**src/rtl/sgpg_pkg.sv**
```systemverilog
// ----------------------------------------------------------------------------
// sgpg_pkg
// Shared types and constants of the skip-gram pair generator.
// ----------------------------------------------------------------------------
package sgpg_pkg;

	localparam int MAX_WINDOW_DEF = 8;
	localparam int TOKEN_BITS_DEF = 32;

	localparam int ID_W     = 32;
	localparam int WIN_W    = 4;
	localparam int SHRINK_W = 3;
	localparam int FILL_W   = 5;

	localparam logic [WIN_W-1:0]  WINDOW_RESET = 4'd5;
	localparam logic [FILL_W-1:0] FILL_MAX     = 5'd31;

	localparam logic KIND_PUSH  = 1'b0;
	localparam logic KIND_FLUSH = 1'b1;

	typedef struct packed {
		logic                kind;
		logic [ID_W-1:0]     token_id;
		logic                token_empty;
		logic                new_row;
		logic [SHRINK_W-1:0] window_shrink;
	} token_in_t;

	typedef struct packed {
		logic [ID_W-1:0] target_id;
		logic [ID_W-1:0] context_id;
		logic            last_pair;
	} pair_out_t;

	// sequencer to pair buffer
	typedef struct packed {
		logic pair_vld;
		logic close;
	} pb_ctrl_t;

	// pair buffer to sequencer
	typedef struct packed {
		logic ready;
		logic hold;
	} pb_stat_t;

endpackage

```
**src/rtl/sgpg_ram.sv**
```systemverilog
// ----------------------------------------------------------------------------
// sgpg_ram
// Generic single-write, single-read RAM with a registered read port.
// ----------------------------------------------------------------------------
module sgpg_ram #(
	parameter int WIDTH = 8,
	parameter int DEPTH = 16
) (
	input  logic                     clk,
	input  logic                     we,
	input  logic [$clog2(DEPTH)-1:0] waddr,
	input  logic [WIDTH-1:0]         wdata,
	input  logic                     re,
	input  logic [$clog2(DEPTH)-1:0] raddr,
	output logic [WIDTH-1:0]         rdata
);

	logic [WIDTH-1:0] mem [DEPTH];
	logic [WIDTH-1:0] rd_data_q;

	always_ff @(posedge clk) begin
		if (we) begin
			mem[waddr] <= wdata;
		end
		if (re) begin
			rd_data_q <= mem[raddr];
		end
	end

	assign rdata = rd_data_q;

endmodule

```
**src/rtl/sgpg_pair_buf.sv**
```systemverilog
// ----------------------------------------------------------------------------
// sgpg_pair_buf
// Holds back one pair so the final pair of an item can be marked, and drives
// the output register of the pair channel.
// ----------------------------------------------------------------------------
module sgpg_pair_buf #(
	parameter int TB_W = 32
) (
	input  logic               clk,
	input  logic               arst_n,
	input  sgpg_pkg::pb_ctrl_t ctrl,
	input  logic [TB_W-1:0]    ctx,
	input  logic [TB_W-1:0]    tid,
	output sgpg_pkg::pb_stat_t stat,
	output logic               pair_valid,
	input  logic               pair_stall,
	output sgpg_pkg::pair_out_t pair
);

	logic                pair_valid_q;
	sgpg_pkg::pair_out_t pair_q;
	logic                hold_v_q;
	logic [TB_W-1:0]     hold_q;
	logic                load;

	// a new pair pushes the held one out; close pushes it out as the last one
	assign load = (ctrl.pair_vld && hold_v_q) || ctrl.close;

	always_ff @(posedge clk or negedge arst_n) begin
		if (!arst_n) begin
			pair_valid_q <= 1'b0;
			hold_v_q     <= 1'b0;
		end else begin
			if (load) begin
				pair_valid_q <= 1'b1;
			end else if (!pair_stall) begin
				pair_valid_q <= 1'b0;
			end
			if (ctrl.pair_vld) begin
				hold_v_q <= 1'b1;
			end else if (ctrl.close) begin
				hold_v_q <= 1'b0;
			end
		end
	end

	always_ff @(posedge clk) begin
		if (load) begin
			pair_q.target_id  <= sgpg_pkg::ID_W'(tid);
			pair_q.context_id <= sgpg_pkg::ID_W'(hold_q);
			pair_q.last_pair  <= ctrl.close;
		end
		if (ctrl.pair_vld) begin
			hold_q <= ctx;
		end
	end

	assign stat.ready = !pair_valid_q || !pair_stall;
	assign stat.hold  = hold_v_q;
	assign pair_valid = pair_valid_q;
	assign pair       = pair_q;

endmodule

```
**src/rtl/skip_gram_pair_generator.sv**
```systemverilog
// ----------------------------------------------------------------------------
// skip_gram_pair_generator
// Takes one token or flush beat at a time and keeps the recent tokens of the
// row in a ring RAM of 2*MAX_WINDOW+1 entries. After each beat the oldest
// pending target is read back and, once its right context is known (or a
// flush ends the row), one (target, context) pair is sent per non-empty
// context in its window, oldest context first, the final pair flagged by
// last_pair. A new beat is taken only when the previous one is finished: a
// beat that completes a target walks the ring slots of its window, as the
// single read port of the ring RAM visits one ring slot per cycle while the
// pair channel does not stall.
// Window writes belong to idle periods.
// ----------------------------------------------------------------------------
module skip_gram_pair_generator #(
	parameter int MAX_WINDOW = sgpg_pkg::MAX_WINDOW_DEF,
	parameter int TOKEN_BITS = sgpg_pkg::TOKEN_BITS_DEF
) (
	input  logic                        clk,
	input  logic                        arst_n,
	input  logic                        tok_valid,
	output logic                        tok_stall,
	input  sgpg_pkg::token_in_t         tok,
	output logic                        pair_valid,
	input  logic                        pair_stall,
	output sgpg_pkg::pair_out_t         pair,
	input  logic                        cfg_we,
	input  logic [sgpg_pkg::WIN_W-1:0]  cfg_wdata
);

	localparam int DEPTH = 2 * MAX_WINDOW + 1;
	localparam int AW    = $clog2(DEPTH);
	localparam int PW    = $clog2(2 * MAX_WINDOW + 1);
	localparam int KW    = $clog2(3 * MAX_WINDOW);
	localparam int CW    = $clog2(4 * MAX_WINDOW + 33);
	localparam int TB_W  = (TOKEN_BITS < sgpg_pkg::ID_W) ? TOKEN_BITS : sgpg_pkg::ID_W;
	localparam int RW    = TB_W + 1 + sgpg_pkg::SHRINK_W;

	localparam logic [2:0] ST_IDLE  = 3'd0;
	localparam logic [2:0] ST_TRD   = 3'd1;
	localparam logic [2:0] ST_TEVAL = 3'd2;
	localparam logic [2:0] ST_CTX   = 3'd3;
	localparam logic [2:0] ST_DRAIN = 3'd4;

	logic [2:0]                    state_q;
	logic [sgpg_pkg::WIN_W-1:0]    window_q;
	logic [AW-1:0]                 head_q;
	logic [sgpg_pkg::FILL_W-1:0]   fill_q;
	logic [PW-1:0]                 pend_q;
	logic [DEPTH-1:0]              written_q;
	logic                          flush_q;
	logic [PW-1:0]                 d_q;
	logic [KW-1:0]                 k_q;
	logic [KW-1:0]                 kend_q;
	logic [TB_W-1:0]               tid_q;

	logic                          vb_s1;
	logic                          valid_s1;
	logic                          self_s1;

	logic                          tok_acc;
	logic                          push;
	logic                          ram_re;
	logic [AW-1:0]                 ram_raddr;
	logic [RW-1:0]                 ram_wdata;
	logic [RW-1:0]                 ram_rdata;
	logic [TB_W-1:0]               rd_tok;
	logic                          rd_empty;
	logic [sgpg_pkg::SHRINK_W-1:0] rd_shrink;

	logic                          issue;
	logic                          consume;
	logic                          ne;
	sgpg_pkg::pb_ctrl_t            pb_ctrl;
	sgpg_pkg::pb_stat_t            pb_stat;

	logic [CW-1:0]                 w_eff;
	logic [CW-1:0]                 shr;
	logic [CW-1:0]                 h;
	logic [CW-1:0]                 dc;
	logic [CW-1:0]                 right;
	logic [CW-1:0]                 prior;
	logic [CW-1:0]                 left;
	logic                          t_empty;
	logic                          t_wait;

	// ring slot of the token k places behind the newest one
	function automatic logic [AW-1:0] slot_back(input logic [AW-1:0] head,
			input logic [KW-1:0] k);
		logic [CW-1:0] km;
		logic [CW-1:0] s;
		km = CW'(k);
		if (km >= CW'(DEPTH)) begin
			km = km - CW'(DEPTH);
		end
		s = CW'(head) + CW'(DEPTH - 1) - km;
		if (s >= CW'(DEPTH)) begin
			s = s - CW'(DEPTH);
		end
		return s[AW-1:0];
	endfunction

	assign tok_stall = (state_q != ST_IDLE);
	assign tok_acc   = tok_valid && !tok_stall;
	assign push      = tok_acc && (tok.kind == sgpg_pkg::KIND_PUSH);
	assign ram_wdata = {tok.token_id[TB_W-1:0], tok.token_empty, tok.window_shrink};

	assign rd_tok    = ram_rdata[RW-1 -: TB_W];
	assign rd_empty  = ram_rdata[sgpg_pkg::SHRINK_W];
	assign rd_shrink = ram_rdata[sgpg_pkg::SHRINK_W-1:0];

	// context pipeline: one read issued per cycle while the stage ahead moves
	assign consume = valid_s1 && pb_stat.ready;
	assign issue   = (state_q == ST_CTX) && (!valid_s1 || consume);
	// unwritten slots read as non-empty with zero shrink
	assign ne      = !self_s1 && !(vb_s1 && rd_empty);

	assign pb_ctrl.pair_vld = consume && ne;
	assign pb_ctrl.close    = (state_q == ST_DRAIN) && !valid_s1 && pb_stat.hold
		&& pb_stat.ready;

	always_comb begin
		ram_re    = 1'b0;
		ram_raddr = slot_back(head_q, k_q);
		if (state_q == ST_TRD) begin
			ram_re    = (pend_q != '0);
			ram_raddr = slot_back(head_q, KW'(pend_q - 1'b1));
		end else if (issue) begin
			ram_re = 1'b1;
		end
	end

	// target evaluation on the read-back entry
	always_comb begin
		w_eff = CW'(window_q);
		if (w_eff == '0) begin
			w_eff = CW'(1);
		end else if (w_eff > CW'(MAX_WINDOW)) begin
			w_eff = CW'(MAX_WINDOW);
		end
		shr = vb_s1 ? CW'(rd_shrink) : '0;
		if (shr >= w_eff) begin
			shr = w_eff - CW'(1);
		end
		h       = w_eff - shr;
		dc      = CW'(d_q);
		t_empty = vb_s1 && rd_empty;
		t_wait  = !flush_q && (dc < h);
		right   = (dc < h) ? dc : h;
		prior   = (CW'(fill_q) > dc) ? (CW'(fill_q) - CW'(1) - dc) : '0;
		left    = (prior < h) ? prior : h;
	end

	always_ff @(posedge clk or negedge arst_n) begin
		if (!arst_n) begin
			state_q   <= ST_IDLE;
			window_q  <= sgpg_pkg::WINDOW_RESET;
			head_q    <= '0;
			fill_q    <= '0;
			pend_q    <= '0;
			written_q <= '0;
			valid_s1  <= 1'b0;
		end else begin
			if (cfg_we) begin
				window_q <= cfg_wdata;
			end
			if (issue) begin
				valid_s1 <= 1'b1;
			end else if (consume) begin
				valid_s1 <= 1'b0;
			end
			unique case (state_q)
				ST_IDLE: begin
					if (tok_acc) begin
						state_q <= ST_TRD;
					end
					if (push) begin
						written_q[head_q] <= 1'b1;
						head_q <= (head_q == AW'(DEPTH - 1)) ? '0 : head_q + 1'b1;
						if (tok.new_row) begin
							fill_q <= sgpg_pkg::FILL_W'(1);
							pend_q <= PW'(1);
						end else begin
							if (fill_q < sgpg_pkg::FILL_MAX) begin
								fill_q <= fill_q + 1'b1;
							end
							if (pend_q < PW'(2 * MAX_WINDOW)) begin
								pend_q <= pend_q + 1'b1;
							end
						end
					end
				end
				ST_TRD: begin
					state_q <= (pend_q == '0) ? ST_IDLE : ST_TEVAL;
				end
				ST_TEVAL: begin
					if (t_empty) begin
						pend_q  <= pend_q - 1'b1;
						state_q <= ST_IDLE;
					end else if (t_wait) begin
						state_q <= ST_IDLE;
					end else begin
						pend_q  <= pend_q - 1'b1;
						state_q <= ST_CTX;
					end
				end
				ST_CTX: begin
					if (issue && (k_q == kend_q)) begin
						state_q <= ST_DRAIN;
					end
				end
				ST_DRAIN: begin
					if (!valid_s1 && (!pb_stat.hold || pb_stat.ready)) begin
						state_q <= ST_IDLE;
					end
				end
				default: begin
					state_q <= ST_IDLE;
				end
			endcase
		end
	end

	always_ff @(posedge clk) begin
		if (tok_acc) begin
			flush_q <= (tok.kind == sgpg_pkg::KIND_FLUSH);
		end
		if (state_q == ST_TRD) begin
			d_q <= pend_q - 1'b1;
		end
		if (ram_re) begin
			vb_s1 <= written_q[ram_raddr];
		end
		if (issue) begin
			self_s1 <= (k_q == KW'(d_q));
			if (k_q != kend_q) begin
				k_q <= k_q - 1'b1;
			end
		end else if (state_q == ST_TEVAL) begin
			k_q    <= KW'(dc + left);
			kend_q <= KW'(dc - right);
			tid_q  <= rd_tok;
		end
	end

	sgpg_ram #(
		.WIDTH (RW),
		.DEPTH (DEPTH)
	) u_ring (
		.clk   (clk),
		.we    (push),
		.waddr (head_q),
		.wdata (ram_wdata),
		.re    (ram_re),
		.raddr (ram_raddr),
		.rdata (ram_rdata)
	);

	sgpg_pair_buf #(
		.TB_W (TB_W)
	) u_pair_buf (
		.clk        (clk),
		.arst_n     (arst_n),
		.ctrl       (pb_ctrl),
		.ctx        (rd_tok),
		.tid        (tid_q),
		.stat       (pb_stat),
		.pair_valid (pair_valid),
		.pair_stall (pair_stall),
		.pair       (pair)
	);

`ifndef SYNTH
	a_push_reads_target: assert property (@(posedge clk) disable iff (!arst_n)
		tok_acc |=> (state_q == ST_TRD))
		else $error("accepted beat not followed by target read");

	a_ctx_stage_in_walk: assert property (@(posedge clk) disable iff (!arst_n)
		valid_s1 |-> ((state_q == ST_CTX) || (state_q == ST_DRAIN)))
		else $error("context stage busy outside the window walk");

	a_no_hold_when_idle: assert property (@(posedge clk) disable iff (!arst_n)
		(state_q == ST_IDLE) |-> !pb_stat.hold)
		else $error("pair held back while idle");

	a_pend_bound: assert property (@(posedge clk) disable iff (!arst_n)
		(state_q == ST_TEVAL) |-> (pend_q != '0))
		else $error("target evaluated with no pending target");
`endif

endmodule
```
**config.mk**
```make
export PLATFORM = sky130hd
export DESIGN_NAME = skip_gram_pair_generator
export DESIGN_NICKNAME = d
export VERILOG_FILES = /design/src/rtl/sgpg_pkg.sv /design/src/rtl/sgpg_ram.sv /design/src/rtl/sgpg_pair_buf.sv /design/src/rtl/skip_gram_pair_generator.sv
export SDC_FILE = /design/constraint.sdc
export NUM_CORES = 1
export LEC_CHECK = 0
export CORE_MARGIN = 2
export CORE_UTILIZATION = 40
export CTS_CLUSTER_SIZE = 8
export DETAILED_ROUTE_END_ITERATION = 16
export DONT_BUFFER_PORTS = 1
export PLACE_DENSITY = 0.55
export REMOVE_ABC_BUFFERS = 1
export SLEW_MARGIN = 20
export SYNTH_ARGS = -nofsm -noshare
export SYNTH_HDL_FRONTEND = slang
export SYNTH_HIERARCHICAL = 1
export SYNTH_SLANG_ARGS = --single-unit
```
**constraint.sdc**
```tcl
create_clock -name clk -period 9.4 [get_ports clk]
set_input_delay 0.94 -clock clk [delete_from_list [all_inputs] [get_ports clk]]
set_output_delay 0.94 -clock clk [all_outputs]
set_load 0.01 [all_outputs]
```
==> impl_metrics.toml, run 1 <==
[timing]
finalCriticalPeriod_ns = 7.04
fin_crit_sh = 0.749
setup_viol = 0
rsz0062_at_grt = "no"
clock.fmax_ghz = 0.142
worst_pin_slew_ns = 1.03
fin_ws_ns = 2.36
hold_viol = 0
maxSlewHeadroom = 0.313
finalMaxSlewViolations = 0
clock-skew-final_ns = 0.0334

[synth]
seq_area_frac_synth = 0.735
yosys.area.top_type = "edfxtp_1"
synthCells = 1745
synth_area_leaders = "edfxtp_1 70%, mux4_2 9.5%, dfrtp_1 3.0%"
synth_area_per_cell_um2 = 19.4
ys.flop_type = "edfxtp_1"
yosysWarnings = 6
synth_top_area_frac = 0.704
async_flop_share = 0.0502
ys_seq_elements = 837
synth_cell_types = 73
syn_area_mm2 = 0.0339
synth_edf_count = 795

[grt]
antenna_found_initial = 2
grt_pass1_wl_mm = 112
gr-total-overflow = 0
grt.total_usage = 0.176
grt_max_degree = 78
grt_pass1_vias = 17400

[route]
drtPass1Iterations = 5
wl_met2_mm = 37.2
routed.top_layer = "met5"
wl_met1_mm = 32.0
detail_route.vias_per_cell = 5.41
wl_met3_mm = 4.00
wl_per_cell_um = 24.9
drt_iter0_drc = 1130
ant_nets = 0
wl_mm = 74.8
vias = 16300
drc = 0

[cts]
cts-htree-levels = 3
clk_latency_ns = 0.69
postCtsSetupBuffers = 0
clkSlewWorstSetupHoldPaths_ns = 0.06
cts_tree = "done"
numCtsBuffers = 115
cts_num_sinks = 837
cts_root_buf = "clkbuf_16"
ctsHoldBuffers = 1
clock_path_buffers = 3
post_cts_resized = 0

[setup_path]
cp_top_family = "buffers and inverters"
crit_fanout = 42
cp.arrival_ns = 7.42
critPathSlowestCell = "buf_4"
crit_buf_inv = 5
crit_required_ns = 9.78
crit_chain = "inv_1 > ha_1 > xor2_1 > nor2_1 > a31oi_1 > xnor2_1 > ha_1 > inv_1 > fa_1 > inv_1 > ha_1 > nor4_1 > mux2i_1 > a2111oi_4 > and2_4 > or3_1 > xnor2_1 > nand2_1 > o21ai_4 > buf_4 > buf_4 > mux4_2 > mux2i_1 > a221oi_2"
critical-path-max-stage-delay_ns = 0.66
worst_setup_path_start_kind = "flop"
crit_type = "flop to flop"
cp-end-kind = "flop"

[hold_path]
hold_path_class = "input pin to asynchronous set/reset pin"

[cells_and_area]
area_growth_pct = 13.3
fin_cells = 3008
final_net_count = 1950
antenna_cells = 0
finish.utilization = 0.459
drive_above_1_share = 0.221

[floorplanning]
dieArea_mm2 = 0.0871
ios = 114
coreArea_mm2 = 0.0838
initial_core_util = 0.405
placementRows = 106
die_w_um = 295
chipHeight_um = 295

[place]
hpwl_mm = 40.4
gp_congestion = 0.759
dp.cells = 2845
io_buffers = 0
preCtsSetupSlack_ns = 2.39

[flow_run]
max_cap_viol_count = 0

[outcome]
status = "completed"
-- layout by cell type (no fill, tap or decap), types with 4 or more instances in the layout --
cell and n:
mux2i_1 51, dfrtp_1 40, nand2_1 52, and2_1 5, nand4_1 4, xor2_1 19, a31o_2 18, nor3b_1 5
nand3_1 14, nor3_1 12, mux2_2 9, a21oi_1 32, a21o_1 10, buf_4 35, xnor2_1 33, buf_12 4
mux4_2 143, a221oi_2 36, clkbuf_16 115, inv_1 54, edfxtp_1 795, nor2_4 13, o21bai_1 4, ha_1 68
nand2b_1 14, nor2b_1 11, fa_1 6, a31oi_1 4, clkbuf_1 37, o21ai_0 31, nor3_2 6, nor2_1 72
o22ai_1 39, o21a_1 8, nand3b_1 5, a211oi_1 4
-- state kept, by name, indices dropped and copies added, names as in the netlist, 3 cells and up --
signal / cells
head_q: 5
d_q: 5
u_ring/rdata: 36
u_pair_buf/hold_q: 32
pend_q: 5
tid_q: 32
k_q: 5
kend_q: 5
fill_q: 5
window_q: 4
u_ring/mem: 612
written_q: 17
state_q: 3
u_pair_buf/pair: 65
-- layer usage --
metal,vias up,GRT usage
li1,7191,-
met1,8596,0.227
met2,371,0.297
met3,123,0.0419
met4,2,0.0495
met5,-,0
-- through the flow --
| stage | area, um^2 | setup TNS, ns | hold WS [ns] |
|---|---|---|---|
| after global placement | 35300 | 0 | 0.400 |
| after CTS | 38400 | 0 | 0.0558 |
| after global routing | 38400 | 0 | 0.0611 |
| after detailed placement | 35300 | 0 | 0.405 |
| final | 38400 | 0 | 0.0845 |
| after floorplan | 33300 | -247.96 | 0.400 |
-- cell usage after synthesis, drive strengths merged (8+ instances only) --
master / instances
mux4: 144
edfxtp: 795
nand2: 53
a21oi: 32
mux2: 9
o21ai: 33
nor2b: 12
mux2i: 53
nand2b: 16
xnor2: 33
o22ai: 40
xor2: 21
buf: 37
nor2: 86
inv: 56
o21a: 8
a31o: 18
a221oi: 36
ha: 68
nor3: 18
a21o: 12
nand3: 14
dfrtp: 40
clkbuf: 36
-- worst reg2reg max path, stage by stage (launching register included) --
cell and delay [ns]:
dfrtp_1 0.59, inv_1 0.20, ha_1 0.29, xor2_1 0.40
nor2_1 0.10, a31oi_1 0.40, xnor2_1 0.19, ha_1 0.19
inv_1 0.06, fa_1 0.55, inv_1 0.07, ha_1 0.22
nor4_1 0.27, mux2i_1 0.16, a2111oi_4 0.39, and2_4 0.22
or3_1 0.12, xnor2_1 0.12, nand2_1 0.11, o21ai_4 0.07
buf_4 0.48, buf_4 0.67, mux4_2 0.61, mux2i_1 0.19
a221oi_2 0.08
-- final timing paths --
path,start,cells after the start,slack (ns),to
max in group asynchronous,arst_n,1,9.06,written_q[11]
worst max register to register,pend_q[0],24,2.36,u_ring/rdata[34]
worst min-delay path,arst_n,1,0.08,fill_q[3]
worst min register to register,tid_q[16],0,0.40,u_pair_buf/pair[49]
worst max-delay path,pend_q[0],24,2.36,u_ring/rdata[34]
min in group clk,tok[2],0,0.35,u_ring/mem[9][2]
-- logic make-up after synthesis --
group | count (synthesis) | synth area share
flip-flops | 837 | 0.735
AND/OR/NAND/NOR | 235 | 0.0337
AO/OA/AOI/OAI | 210 | 0.0503
multiplexers | 206 | 0.114
buffers and inverters | 129 | 0.0238
adder cells (fa/ha/maj) | 74 | 0.0286
XOR/XNOR | 54 | 0.0144
-- area by class of cell --
class                      instances  area [um^2]
tap                             1134         1420
timing repair buffer              40          370
sequential                       837        24900
clock inverter                    10          123
inverter                          56          211
multi-input combinational        779         8370
clock buffer                     152         3020
fill                            7127        45400
Power of run 1 is left out: the tool's default activity adds up to more than one toggle a clock period on the data nets, which glitch-free logic cannot reach.
==> run 2, diff against run 1 <==
- ABC_AREA: unset -> 1
- clock period: 9.4 -> 6.7 ns (I/O delays scaled with it)
==> impl_metrics.toml, run 2 <==
[cts]
clkSlewWorstSetupHoldPaths_ns = 0.05
clock_path_buffers = 3
cts_tree = "done"
clk_latency_ns = 0.67
cts_num_sinks = 837
cts_root_buf = "clkbuf_16"
cts-htree-levels = 3
numCtsBuffers = 114

[timing]
clock.fmax_ghz = 0.169
clock-skew-final_ns = 0.0210
finalMaxSlewViolations = 0
finalCriticalPeriod_ns = 5.91
timing.hold.ws_ns = 0.0863
maxSlewHeadroom = 0.401
tns_ns = 0
fin_crit_sh = 0.882
setup_viol = 0
hold_viol = 0
rsz0062_at_grt = "no"
worst_pin_slew_ns = 0.898

[setup_path]
critical-path-max-stage-delay_ns = 0.52
rrSetupSlack_ns = 0.79
crit_fanout = 6
crit_type = "flop to flop"
cp-end-kind = "flop"
worst_setup_path_start_kind = "flop"
cp.arrival_ns = 6.31
crit_required_ns = 7.10
critPathSlowestCell = "dfstp_2"
r2r-start = "window_q[2]"
worst_r2r_path_depth = 31
reg2reg_to = "k_q[4]"

[synth]
syn_area_mm2 = 0.0352
synth_area_leaders = "edfxtp_1 68%, nand2_1 11%, nand3_1 7.2%"
yosysWarnings = 6
seq_area_frac_synth = 0.707
ys_seq_elements = 837
synthCells = 3001
yosys.area.top_type = "edfxtp_1"
synth_edf_count = 795
synth_area_per_cell_um2 = 11.7
async_flop_share = 0.0502
synth_common_cells = "1,041 x nand2_1, 795 x edfxtp_1, 510 x nand3_1"
synth_top_area_frac = 0.678
synth_cell_types = 49
ys.flop_type = "edfxtp_1"
synthMostInstantiatedCell = "nand2_1"

[cells_and_area]
largest_register_ffs = 612
final_cell_mix = "1,039 x nand2_1, 795 x edfxtp_1, 510 x nand3_1"
area_growth_pct = 12.6
top_register = "u_ring/mem"
fillers = 7873
drive_above_1_share = 0.0759
final_net_count = 3156
final_common_cell = "nand2_1"
design_area_mm2 = 0.0397

[hold_path]
worstHoldStart = "cfg_we"
min_to = "window_q[2]"
hold_path_class = "input pin to flop"
min_path_cells = 1

[grt]
grt.total_usage = 0.199
antenna_found_initial = 0
grt_pass1_wl_mm = 136
use_met1 = 0.260
gr-total-overflow = 0
met2_usage = 0.334
grt_pass1_vias = 22300
gr-usage-met3 = 0.0392
grt_busiest_layer = "met2"
grt_max_degree = 169

[outcome]
status = "completed"

[route]
wl_per_cell_um = 21.4
vias = 22400
ant_nets = 0
drtPass1Iterations = 7
drc = 0
wl_mm = 90.1
detail_route.vias_per_cell = 5.31
drt_iter0_drc = 1809

[floorplanning]
ios = 114
coreArea_mm2 = 0.0870
initial_core_util = 0.405
die_w_um = 301
chipHeight_um = 301
dieArea_mm2 = 0.0905
placementRows = 108

[place]
placed_area_mm2 = 0.0366
gp_congestion = 0.818
io_buffers = 0
hpwl_mm = 45.8

[flow_run]
max_cap_viol_count = 0
-- run 2: routing by layer --
layer / vias up / part of all wire
met5: - / 0
li1: 10400 / -
met3: 164 / 0.067
met1: 11000 / 0.43
met4: 0 / 0.025
met2: 789 / 0.48
-- run 2: cell type report --
type / count / area, um^2 / share of cell area
timing repair buffer: 44 / 478 / 0.0120
antenna: 1 / 2.50 / 0.0000631
clock inverter: 6 / 103 / 0.00259
multi-input combinational: 1892 / 9220 / 0.232
sequential: 837 / 24900 / 0.628
clock buffer: 132 / 2950 / 0.0744
tap: 1155 / 1450 / 0.0364
inverter: 146 / 558 / 0.0141
-- run 2: what timing repair did --
| action | 4_1_cts | 5_1_grt |
|---|---|---|
| setup buffers | 0 | 0 |
| resized for setup | 0 | 0 |
| hold endpoints to repair | 42 | 0 |
| hold buffers | 2 | 0 |
-- run 2: stage by stage --
stage                util  cells  setup slack, ns
finish              0.456   4213            0.792
global placement    0.420   4072             1.05
detailed placement  0.420   4072            0.890
floorplan               -   2875           0.0352
CTS                 0.456   4212            0.873
global route        0.456   4212            0.231
-- run 2: how the worst max path moves through the flow --
stage	cells past startpoint	endpoint	slack, ns	start
final	31	k_q[4]	0.79	window_q[2]
after global routing	32	k_q[4]	0.23	window_q[0]
after CTS	31	k_q[4]	0.87	window_q[2]
after detailed placement	32	k_q[4]	0.89	window_q[0]
after global placement	32	k_q[4]	1.05	window_q[0]
after floorplan	33	u_ring/rdata[0]	0.04	pend_q[0]
-- run 2: logic make-up (layout without fill, tap and decap cells) --
family,after synthesis,after routing,share of synthesized area
AO/OA/AOI/OAI,106,106,0.0168
XOR/XNOR,30,30,0.00799
adder cells (fa/ha/maj),74,74,0.0276
buffers and inverters,272,328,0.0365
flip-flops,837,837,0.707
other,0,1,0
AND/OR/NAND/NOR,1682,1682,0.204
-- run 2: worst max-delay path: cells and delay by family, from the launching register on --
family	cells	cell delay [ns]
adder cells (fa/ha/maj)	6	1.95
AO/OA/AOI/OAI	9	1.31
AND/OR/NAND/NOR	12	1.30
flip-flops	1	0.52
XOR/XNOR	2	0.36
buffers and inverters	2	0.23
Power of run 2 is left out for the same reason.
==> run 3, diff against run 2 <==
- CORE_ASPECT_RATIO: unset -> 2
==> impl_metrics.toml, run 3 (same netlist as run 2, synthesis figures left out) <==
[route]
wl_mm = 89.2
drc = 0
vias = 22000
ant_nets = 0
drt_iter0_drc = 1745
drtPass1Iterations = 6
detail_route.vias_per_cell = 5.20
wl_per_cell_um = 21.0

[cts]
clkSlewWorstSetupHoldPaths_ns = 0.06
clock_path_buffers = 3
cts_num_sinks = 837
cts_root_buf = "clkbuf_16"
clk_latency_ns = 0.70
numCtsBuffers = 114
cts_tree = "done"
cts-htree-levels = 3
postCtsSetupBuffers = 0

[place]
io_buffers = 0
placed_area_mm2 = 0.0367
dp.cells = 4099
gp_congestion = 0.823
hpwl_mm = 46.9
preCtsSetupSlack_ns = 1.00

[setup_path]
cp-end-kind = "flop"
crit_required_ns = 7.15
crit_buf_inv = 2
crit_fanout = 6
cp_top_family = "adder cells"
worst_setup_path_start_kind = "flop"
cp.arrival_ns = 6.21
critical-path-max-stage-delay_ns = 0.53
crit_type = "flop to flop"
critPathSlowestCell = "dfstp_2"

[cells_and_area]
final_cell_mix = "1,039 x nand2_1, 795 x edfxtp_1, 510 x nand3_1"
largest_register_ffs = 612
top_register = "u_ring/mem"
area_growth_pct = 13.1
fin_cells = 4240
final_net_count = 3168
design_area_mm2 = 0.0398
drive_above_1_share = 0.0798
fillers = 7933
antenna_cells = 0
final_common_cell = "nand2_1"

[timing]
finalCriticalPeriod_ns = 5.76
rsz0062_at_grt = "no"
tns_ns = 0
maxSlewHeadroom = 0.323
setup_viol = 0
finalMaxSlewViolations = 0
fin_crit_sh = 0.859
clock-skew-final_ns = 0.0362
worst_pin_slew_ns = 1.02
hold_viol = 0
clock.fmax_ghz = 0.174
fin_ws_ns = 0.942

[floorplanning]
die_w_um = 214
dieArea_mm2 = 0.0906
placementRows = 154
coreArea_mm2 = 0.0877
initial_core_util = 0.402
chipHeight_um = 424
ios = 114

[grt]
antenna_found_initial = 0
grt.total_usage = 0.201
gr-total-overflow = 0
grt_pass1_wl_mm = 136
grt_pass1_vias = 22100
grt_max_degree = 93

[outcome]
status = "completed"

[flow_run]
max_cap_viol_count = 0

[hold_path]
hold_path_class = "input pin to flop"
==> run 3: area by class of cell <==
type	count	area, um^2	share of cell area
clock buffer	132	2930	0.0736
clock inverter	7	165	0.00415
inverter	146	558	0.0140
multi-input combinational	1892	9230	0.232
sequential	837	24900	0.626
tap	1170	1460	0.0367
timing repair buffer	56	568	0.0143
==> run 3: what timing repair did <==
action | 4_1_cts | 5_1_grt
hold buffers | 2 | 0
hold endpoints to repair | 42 | 0
gates resized for setup | 0 | 0
==> run 3: final timing paths <==
path	from	to	slack, ns	cells past startpoint
setup / recovery	window_q[2]	k_q[4]	0.94	31
min in group asynchronous	arst_n	pend_q[3]	0.49	2
hold reg to reg	u_pair_buf/hold_q[4]	u_pair_buf/pair[5]	0.39	0
hold / removal	tok[11]	u_ring/mem[0][10]	0.06	0
max in group asynchronous	arst_n	window_q[0]	5.94	2
setup reg to reg	window_q[2]	k_q[4]	0.94	31
==> run 3: per-stage QoR <==
step,hold WS [ns],utilization
after floorplan,0.374,-
after global placement,0.379,0.419
after detailed placement,0.379,0.419
after CTS,0.00855,0.454
after global routing,0.0294,0.454
final,0.0565,0.454
==> run 3: metal layers <==
| metal | GRT usage | vias to the layer above | routed length (um) |
|---|---|---|---|
| met3 | 0.0382 | 155 | 5520 |
| met1 | 0.254 | 10800 | 36900 |
| met4 | 0.0731 | 0 | 2510 |
| li1 | - | 10400 | - |
| met5 | 0 | - | 0 |
| met2 | 0.341 | 695 | 44300 |
Power of run 3 is left out for the same reason.
